--- src/hdl/nearest_neighbor_image_scaler_unit_assert.svh ---
// Assertion macros shared by the scaler modules.
`ifndef NEAREST_NEIGHBOR_IMAGE_SCALER_UNIT_ASSERT_SVH
`define NEAREST_NEIGHBOR_IMAGE_SCALER_UNIT_ASSERT_SVH

`ifndef SYNTH

// Check that cons holds in the same cycle whenever ante holds.
`define NNIS_CHECK_IMPL(lbl, clk, rstn, ante, cons) \
	lbl: assert property (@(posedge clk) disable iff (!rstn) (ante) |-> (cons)) \
		else $error("%m: check failed");

// Check that cons holds in the cycle after ante holds.
`define NNIS_CHECK_NEXT(lbl, clk, rstn, ante, cons) \
	lbl: assert property (@(posedge clk) disable iff (!rstn) (ante) |=> (cons)) \
		else $error("%m: check failed");

`else

`define NNIS_CHECK_IMPL(lbl, clk, rstn, ante, cons)
`define NNIS_CHECK_NEXT(lbl, clk, rstn, ante, cons)

`endif

`endif

--- src/hdl/nnis_pkg.sv ---
`default_nettype none

package nnis_pkg;

	localparam int MAX_SIDE  = 256;
	localparam int SIDE_W    = $clog2(MAX_SIDE);
	localparam int EFF_W     = SIDE_W + 1;
	localparam int ADDR_W    = 2 * SIDE_W;
	localparam int DEPTH     = MAX_SIDE * MAX_SIDE;

	localparam int SRC_W     = 9;
	localparam int TGT_W     = 13;
	localparam int COORD_W   = 12;
	localparam int PIX_W     = 32;
	localparam int CFG_W     = 13;
	localparam int CFG_IDX_W = 2;

	localparam int EXT_W     = (SRC_W > EFF_W) ? SRC_W : EFF_W;
	localparam int CMP_W     = (COORD_W > EFF_W) ? COORD_W : EFF_W;
	localparam int PROD_W    = COORD_W + EFF_W;
	localparam int NUM_W     = PROD_W + 2;
	localparam int DEN_W     = TGT_W + 1;
	localparam int DSH_W     = DEN_W + SIDE_W;
	localparam int WIDE_W    = (NUM_W > DSH_W) ? NUM_W : DSH_W;
	localparam int CNT_W     = $clog2(SIDE_W + 1);

	localparam logic CMD_LOAD   = 1'b0;
	localparam logic CMD_SAMPLE = 1'b1;

	typedef enum logic [CFG_IDX_W-1:0] {
		REG_SRC_WIDTH,
		REG_SRC_HEIGHT,
		REG_TGT_WIDTH,
		REG_TGT_HEIGHT
	} cfg_reg_t;

	typedef enum logic [2:0] {
		S_IDLE,
		S_MUL,
		S_STARTX,
		S_DIVX,
		S_DIVY,
		S_READ,
		S_OUT
	} state_t;

	typedef struct packed {
		logic capture;
		logic mul;
		logic div_start_x;
		logic div_start_y;
		logic latch_x;
		logic latch_y;
		logic mem_rd;
		logic out_load;
	} dp_cmd_t;

	typedef struct packed {
		logic in_sample;
		logic div_idle;
	} dp_stat_t;

	function automatic logic [EFF_W-1:0] eff_source(input logic [SRC_W-1:0] v);
		logic [EXT_W-1:0] ext;
		ext = EXT_W'(v);
		if (ext == '0)
			return EFF_W'(1);
		if (ext > EXT_W'(MAX_SIDE))
			return EFF_W'(MAX_SIDE);
		return EFF_W'(ext);
	endfunction

	function automatic logic [TGT_W-1:0] eff_target(input logic [TGT_W-1:0] v);
		return (v == '0) ? TGT_W'(1) : v;
	endfunction

endpackage

`default_nettype wire

--- src/hdl/nnis_ctrl.sv ---
`default_nettype none
`include "nearest_neighbor_image_scaler_unit_assert.svh"

module nnis_ctrl
	import nnis_pkg::*;
(
	input  wire logic     clk,
	input  wire logic     arst_n,
	input  wire logic     in_valid,
	output logic          in_ready,
	output logic          out_valid,
	input  wire logic     out_ready,
	input  wire dp_stat_t stat,
	output dp_cmd_t       cmd
);

	state_t state_q;
	state_t state_d;
	logic   out_valid_q;
	logic   out_free;

	assign out_free = !out_valid_q || out_ready;

	always_ff @(posedge clk or negedge arst_n) begin
		if (!arst_n) begin
			state_q     <= S_IDLE;
			out_valid_q <= 1'b0;
		end else begin
			state_q <= state_d;
			if (cmd.out_load)
				out_valid_q <= 1'b1;
			else if (out_ready)
				out_valid_q <= 1'b0;
		end
	end

	always_comb begin
		state_d = state_q;
		unique case (state_q)
			S_IDLE: begin
				if (in_valid && stat.in_sample)
					state_d = S_MUL;
			end
			S_MUL:    state_d = S_STARTX;
			S_STARTX: state_d = S_DIVX;
			S_DIVX: begin
				if (stat.div_idle)
					state_d = S_DIVY;
			end
			S_DIVY: begin
				if (stat.div_idle)
					state_d = S_READ;
			end
			S_READ:   state_d = S_OUT;
			S_OUT: begin
				if (out_free)
					state_d = S_IDLE;
			end
			default:  state_d = S_IDLE;
		endcase
	end

	always_comb begin
		cmd         = '0;
		in_ready    = 1'b0;
		unique case (state_q)
			S_IDLE: begin
				in_ready    = 1'b1;
				cmd.capture = in_valid;
			end
			S_MUL:    cmd.mul = 1'b1;
			S_STARTX: cmd.div_start_x = 1'b1;
			S_DIVX: begin
				cmd.latch_x     = stat.div_idle;
				cmd.div_start_y = stat.div_idle;
			end
			S_DIVY:   cmd.latch_y = stat.div_idle;
			S_READ:   cmd.mem_rd = 1'b1;
			S_OUT:    cmd.out_load = out_free;
			default: ;
		endcase
	end

	assign out_valid = out_valid_q;

	`NNIS_CHECK_IMPL(a_out_slot_free, clk, arst_n, cmd.out_load, (!out_valid_q || out_ready))
	`NNIS_CHECK_NEXT(a_sample_starts, clk, arst_n, (in_valid && in_ready && stat.in_sample),
		(state_q == S_MUL))
	`NNIS_CHECK_IMPL(a_div_free, clk, arst_n, (cmd.div_start_x || cmd.div_start_y),
		stat.div_idle)

endmodule

`default_nettype wire

--- config.mk ---
export PLATFORM = sky130hd
export DESIGN_NAME = nnis_ctrl
export DESIGN_NICKNAME = d
export VERILOG_FILES = /design/src/hdl/nnis_pkg.sv /design/src/hdl/nnis_ctrl.sv
export VERILOG_INCLUDE_DIRS = /design/src /design/src/hdl
export SDC_FILE = /design/constraint.sdc
export NUM_CORES = 1
export LEC_CHECK = 0
export ABC_AREA = 0
export BUFFER_PORTS_ARGS = -buffer_cell sky130_fd_sc_hd__buf_4
export CORE_AREA = 2 2 39 41
export CTS_BUF_LIST = sky130_fd_sc_hd__clkbuf_4
export DETAILED_ROUTE_END_ITERATION = 6
export DIE_AREA = 0 0 41 43
export GPL_TIMING_DRIVEN = 0
export SYNTH_ARGS = -nofsm -noshare
export SYNTH_HDL_FRONTEND = slang
export SYNTH_SLANG_ARGS = --single-unit
--- constraint.sdc ---
create_clock -name clk -period 1.1 [get_ports clk]
set_input_delay 0.055 -clock clk [delete_from_list [all_inputs] [get_ports clk]]
set_output_delay 0.055 -clock clk [all_outputs]
set_load 0.05 [all_outputs]
==> impl_metrics.yaml, run 1 <==
clock_network:
  path_clk_slew_ns: 0.04
  cts_buffer_depth: 2
  cts.sink_count: 4
  insertion_delay_ns: 0.23
  cts_made_buffers: 3
  cts_tree: "done"
  root_buffer: "clkbuf_4"
  htreeDepth: 1
layout:
  stdcell_count: 75
  final_common_cell: "buf_4"
  drive_gt1_share_pct: 69.5
  fin_nets: 66
  final_cell_mix: "buf_4, buf_6, nand2_1, clkbuf_4, dfrtp_1"
  area.growth.synth_to_final_pct: 112
  antennaDiodeCount: 0
power_and_ir_drop:
  sw_frac_of_total_pct: 46.6
  powerDensity_nw_per_um2: 3280
  power_leakage_nw: 0.301
  clkPwrFrac_pct: 11.3
  seq_power_share_pct: 13.2
  ir_drop_mv: 1.29
  p_sw_mw: 0.913
  p_int_mw: 1.05
  p_comb_share_pct: 75.5
setup_path:
  arrival_ns: 1.24
  cp_data_required_time_ns: 1.04
  worst-path-max-fanout: 7
  crit_type: "flip-flop to primary output"
  cp-start-kind: "flip-flop"
  cp-end-kind: "primary output"
global_routing:
  gr-total-overflow: 0
  grt_pass1_vias: 306
  grt_start_max_net_pins: 8
  antenna_found_initial: 0
  grt.total_usage_pct: 10.3
  grt_first_pass_wirelength_mm: 1.24
timing:
  setup_viol: 12
  whs_ns: 0.0913
  grt_setup_unrepaired: "yes"
  tightest_slew_ns: 0.167
  slew_headroom_pct: 88.7
  fin_crit_ns: 1.30
  finalHoldViolCount: 0
  fin_crit_sh_pct: 118
  slew_viol_final: 0
  finClkSkew_ns: 0.00241
  layout_setup_ws_ns: -0.199
  max_freq_ghz: 0.770
min_path:
  hp-class: "input pin to flip-flop"
outcome:
  outcome: "complete, but fails checks"
  violations: "setup timing"
logic_synthesis:
  yosys_warnings: 0
  synth_nets: 37
  syn_inst: 31
  synth-seq-area-share_pct: 35.6
  synth_area_um2: 282
  yosys-top-cells-area: "dfrtp_1, buf_6, nor3_1, nand2_1, nor3b_1"
  netlist.top_cell.by_area: "dfrtp_1"
  synth_cell_types: 17
  syn_area_per_cell_um2: 9.08
  yosys.area.top_type_share_pct: 35.6
  synth_seq_cells: 4
die:
  dieArea_um2: 1760
  core.rowCount: 14
  core-area_um2: 1380
  die_h_um: 43
  ios: 16
  initial_core_util_pct: 20.3
  die_x_um: 41
routing:
  detail-route-antenna-nets: 0
  wl_per_cell_um: 11.1
  route.detailed.drc: 0
  wirelength_um: 832
  drt-pass1-iter-count: 2
  viasPerCell: 4.44
  num_vias: 333
  drt_iter0_drc: 2
flow_run:
  drv_cap: 0
placement:
  dp.cells: 62
  port_buffers: 15
  gp_congestion: 0.721
## kinds of logic after synthesis
group | count (synthesis) | synth area share, %
and+or+nand+nor | 18 | 37.3
AOI/OAI and AO/OA | 5 | 12.4
DFF | 4 | 35.6
buffers and inverters | 4 | 14.7
## worst max-delay path, cell delays in order (launching register included)
cell and delay (ns):
dfrtp_1 0.38, buf_6 0.14, and4b_2 0.23, buf_6 0.12
buf_8 0.14
## cells in the mapped netlist
master and count:
and2_1 1, a21oi_2 1, nor2b_1 1, nor3b_1 2, a21o_1 1, and4b_2 1, or3_1 1, nor2_1 2
o21ai_0 2, nand2b_1 2, nor3_1 3, nand2_1 4, buf_4 1, and3b_2 1, dfrtp_1 4, a22o_1 1
buf_6 3
## through the flow
step	area, um^2	util [%]	TNS [ns]	setup slack (ns)	power [mW]
6_report	597	43.1	-1.45	-0.199	1.96
5_1_grt	597	43.1	-1.93	-0.237	2.06
4_1_cts	578	41.8	-1.54	-0.208	1.90
3_5_place_dp	448	32.4	-0.164	-0.0935	1.42
3_3_place_gp	448	32.4	-0.161	-0.0917	1.41
2_1_floorplan	315	-	-1.13	-0.277	1.16
## flip-flops by register name, indices dropped and copies added, names as in the netlist
register	count
out_valid	1
state_q	3
## what timing repair did
| item | CTS | global route |
|---|---|---|
| gates cloned | 0 | 0 |
| pin swaps | 4 | 5 |
| endpoints found under the setup margin | 10 | 13 |
| gates resized for setup | 10 | 3 |
| hold buffers | 1 | 0 |
| setup buffers | 7 | 1 |
| endpoints found under the hold margin | 4 | 0 |
## cell type report
type | count | area [um^2]
Timing Repair Buffer | 24 | 220
Buffer | 4 | 45.0
Clock buffer | 4 | 30.0
Sequential cell | 4 | 101
Fill cell | 143 | 787
Tap cell | 16 | 20.0
Multi-Input combinational cell | 23 | 180
## metal layers
| metal | vias to the layer above | part of all wire (%) | track usage, % | routed length (um) |
|---|---|---|---|---|
| li1 | 160 | - | - | - |
| met1 | 165 | 36 | 11.8 | 302 |
| met2 | 8 | 58 | 15.9 | 480 |
| met3 | 0 | 6.0 | 6.28 | 50 |
| met4 | 0 | 0 | 2.00 | 0 |
| met5 | - | 0 | 0 | 0 |
## power groups by stage
stage                     Clock, mW  Sequential, mW  Combinational (mW)
after floorplan                   0           0.305               0.851
after CTS                     0.232           0.251                1.42
after detailed placement          0           0.263                1.16
after global placement            0           0.263                1.15
after global routing          0.243           0.262                1.56
final                         0.222           0.258                1.48
## path summary, 6_finish.rpt
kind | start | end | slack [ns] | depth (start not counted)
max in group asynchronous | arst_n | out_valid$_DFFE_PN0P_ | 0.84 | 2
setup reg to reg | state_q[1]$_DFFE_PN0P_ | state_q[0]$_DFFE_PN0P_ | -0.15 | 4
hold / removal | out_ready | out_valid$_DFFE_PN0P_ | 0.09 | 3
min in group asynchronous | arst_n | out_valid$_DFFE_PN0P_ | 0.15 | 2
hold reg to reg | out_valid$_DFFE_PN0P_ | out_valid$_DFFE_PN0P_ | 0.52 | 2
setup / recovery | state_q[1]$_DFFE_PN0P_ | cmd[4] | -0.20 | 4
(Power assumes the default switching activity.)
==> run 2, diff against run 1 <==
==> constraint.sdc (replaced) <==
create_clock -name clk -period 1.4 [get_ports clk]
set_input_delay 0.07 -clock clk [delete_from_list [all_inputs] [get_ports clk]]
set_output_delay 0.07 -clock clk [all_outputs]
set_load 0.05 [all_outputs]
==> run 2 against run 1 <==
- core utilization decreased by 7.3 points
- clock-buffer cell count fell by 1
- final cell count down 9.3%
- the flow now finishes without violations
- highest routed layer is now met4
- power down 33%
- worst setup slack better by 0.25 ns
==> impl_metrics.yaml, run 2 (synthesized netlist as in run 1, its figures left out) <==
clock_network:
  cts_buffer_depth: 2
  root_buffer: "clkbuf_4"
  insertion_delay_ns: 0.25
  cts.sink_count: 4
  htreeDepth: 1
  path_clk_slew_ns: 0.04
  cts_made_buffers: 3
  cts_tree: "done"
layout:
  area.growth.synth_to_final_pct: 76.0
  top_register: "state_q"
  final_cell_mix: "buf_4, buf_6, nand2_1, dfrtp_1, clkbuf_4"
  fin_nets: 60
  antennaDiodeCount: 0
  largest_reg_flops: 3
  final_common_cell: "buf_4"
  stdcell_count: 68
  fin_area_um2: 495
  drive_gt1_share_pct: 61.5
power_and_ir_drop:
  powerDensity_nw_per_um2: 2650
  power_leakage_nw: 0.252
  sw_frac_of_total_pct: 50.8
  clkPwrFrac_pct: 11.7
  p_comb_share_pct: 73.4
  seq_power_share_pct: 14.9
  p_sw_mw: 0.666
  p_int_mw: 0.645
  report.power.total_mw: 1.31
  ir_drop_mv: 0.990
setup_path:
  rr_worst_depth: 5
  arrival_ns: 1.28
  r2r_slack_ns: 0.12
  crit_type: "flip-flop to primary output"
  r2r_start: "state_q[1]$_DFFE_PN0P_"
  r2r-end: "state_q[0]$_DFFE_PN0P_"
  path_cells: "buf_6 -> and4b_2 -> buf_4 -> buf_6"
  path_common_cell: "buf_6"
  critPathSlowestCell: "dfrtp_1"
  cp-end-kind: "primary output"
  crit_path_start: "state_q[1]$_DFFE_PN0P_"
  critPathMaxStageDelay_ns: 0.39
  worst-path-max-fanout: 8
  cp_data_required_time_ns: 1.33
  crit_end: "cmd[4]"
  cp-start-kind: "flip-flop"
placement:
  dpl_cell_area_um2: 438
  dp.cells: 62
  port_buffers: 15
  gp_congestion: 0.685
routing:
  met1_length_um: 270
  num_vias: 309
  wirelength_um: 753
  viasPerCell: 4.54
  top_layer_used: "met4"
  wl_per_cell_um: 11.1
  drt_iter0_drc: 11
  drt-pass1-iter-count: 6
  wl_met2_um: 412
  detail-route-antenna-nets: 0
  route.detailed.drc: 0
  route.met3.wl_um: 40
timing:
  finClkSkew_ns: 0.00729
  setup_viol: 0
  slew_viol_final: 0
  finalHoldViolCount: 0
  grt_setup_unrepaired: "no"
  slew_headroom_pct: 88.4
  fin_crit_ns: 1.35
  fin_crit_sh_pct: 96.3
  tightest_slew_ns: 0.173
  max_freq_ghz: 0.742
die:
  core-area_um2: 1380
  dieArea_um2: 1760
  initial_core_util_pct: 20.3
  ios: 16
  die_h_um: 43
  die_x_um: 41
  core.rowCount: 14
global_routing:
  grt_pass1_vias: 248
  grt.total_usage_pct: 10.8
  grt_start_max_net_pins: 11
  gr-total-overflow: 0
  antenna_found_initial: 0
  grt_first_pass_wirelength_mm: 1.22
flow_run:
  drv_cap: 0
min_path:
  hp-class: "input pin to flip-flop"
outcome:
  outcome: "finished clean"
==> run 2: cell count changes in the layout (fill, tap and decap cells not counted), sizes merged <==
cell,previous run,this run
buf,27,21
clkbuf,4,3
==> run 2: final cells by class <==
type	count	area, um^2
Buffer	4	41.3
Clock buffer	3	22.5
Fill cell	152	888
Multi-Input combinational cell	23	166
Sequential cell	4	100
Tap cell	16	20.0
Timing Repair Buffer	18	145
==> run 2: worst min path at each step <==
stage / startpoint / to / slack [ns] / depth (start not counted)
finish: out_ready / out_valid$_DFFE_PN0P_ / 0.14 / 3
global route: arst_n / state_q[2]$_DFFE_PN0P_ / 0.18 / 2
CTS: out_ready / out_valid$_DFFE_PN0P_ / 0.14 / 3
detailed placement: arst_n / state_q[2]$_DFFE_PN0P_ / -0.13 / 1
global placement: arst_n / state_q[0]$_DFFE_PN0P_ / -0.13 / 1
floorplan: arst_n / out_valid$_DFFE_PN0P_ / -0.23 / 0
==> run 2: metrics by stage <==
step,TNS (ns),utilization [%],setup slack (ns),hold slack (ns)
after floorplan,-0.220,-,-0.166,-0.226
after global placement,0,31.6,0.242,-0.132
after global routing,0,35.8,0.0176,0.177
after detailed placement,0,31.6,0.237,-0.129
final,0,35.8,0.0521,0.140
after CTS,0,34.3,0.00981,0.144
==> run 2: what timing repair did <==
| action | CTS | global route |
|---|---|---|
| setup buffers | 0 | 2 |
| setup endpoints to repair | 1 | 2 |
| hold endpoints to repair | 4 | 0 |
| hold buffers | 1 | 0 |
| pin swaps | 0 | 1 |
| gates resized for setup | 1 | 2 |
==> run 2: power by group through the flow <==
stage                     Combinational (mW)  Clock (mW)  Sequential [mW]
after floorplan                        0.653           0            0.232
after global placement                 0.888           0            0.199
after detailed placement               0.901           0            0.198
after CTS                              0.912       0.154            0.197
after global routing                    1.03       0.167            0.204
final                                  0.963       0.153            0.196
==> run 2: metal layers <==
metal	vias up	track usage [%]
li1	146	-
met1	148	12.6
met2	12	15.6
met3	3	3.14
met4	0	8.00
met5	-	0
==> run 2: worst max-delay path, delay by kind of cell, from the launching register on <==
family	cells	cell delay, ns
buf+inv	3	0.42
flops	1	0.39
simple gates	1	0.22
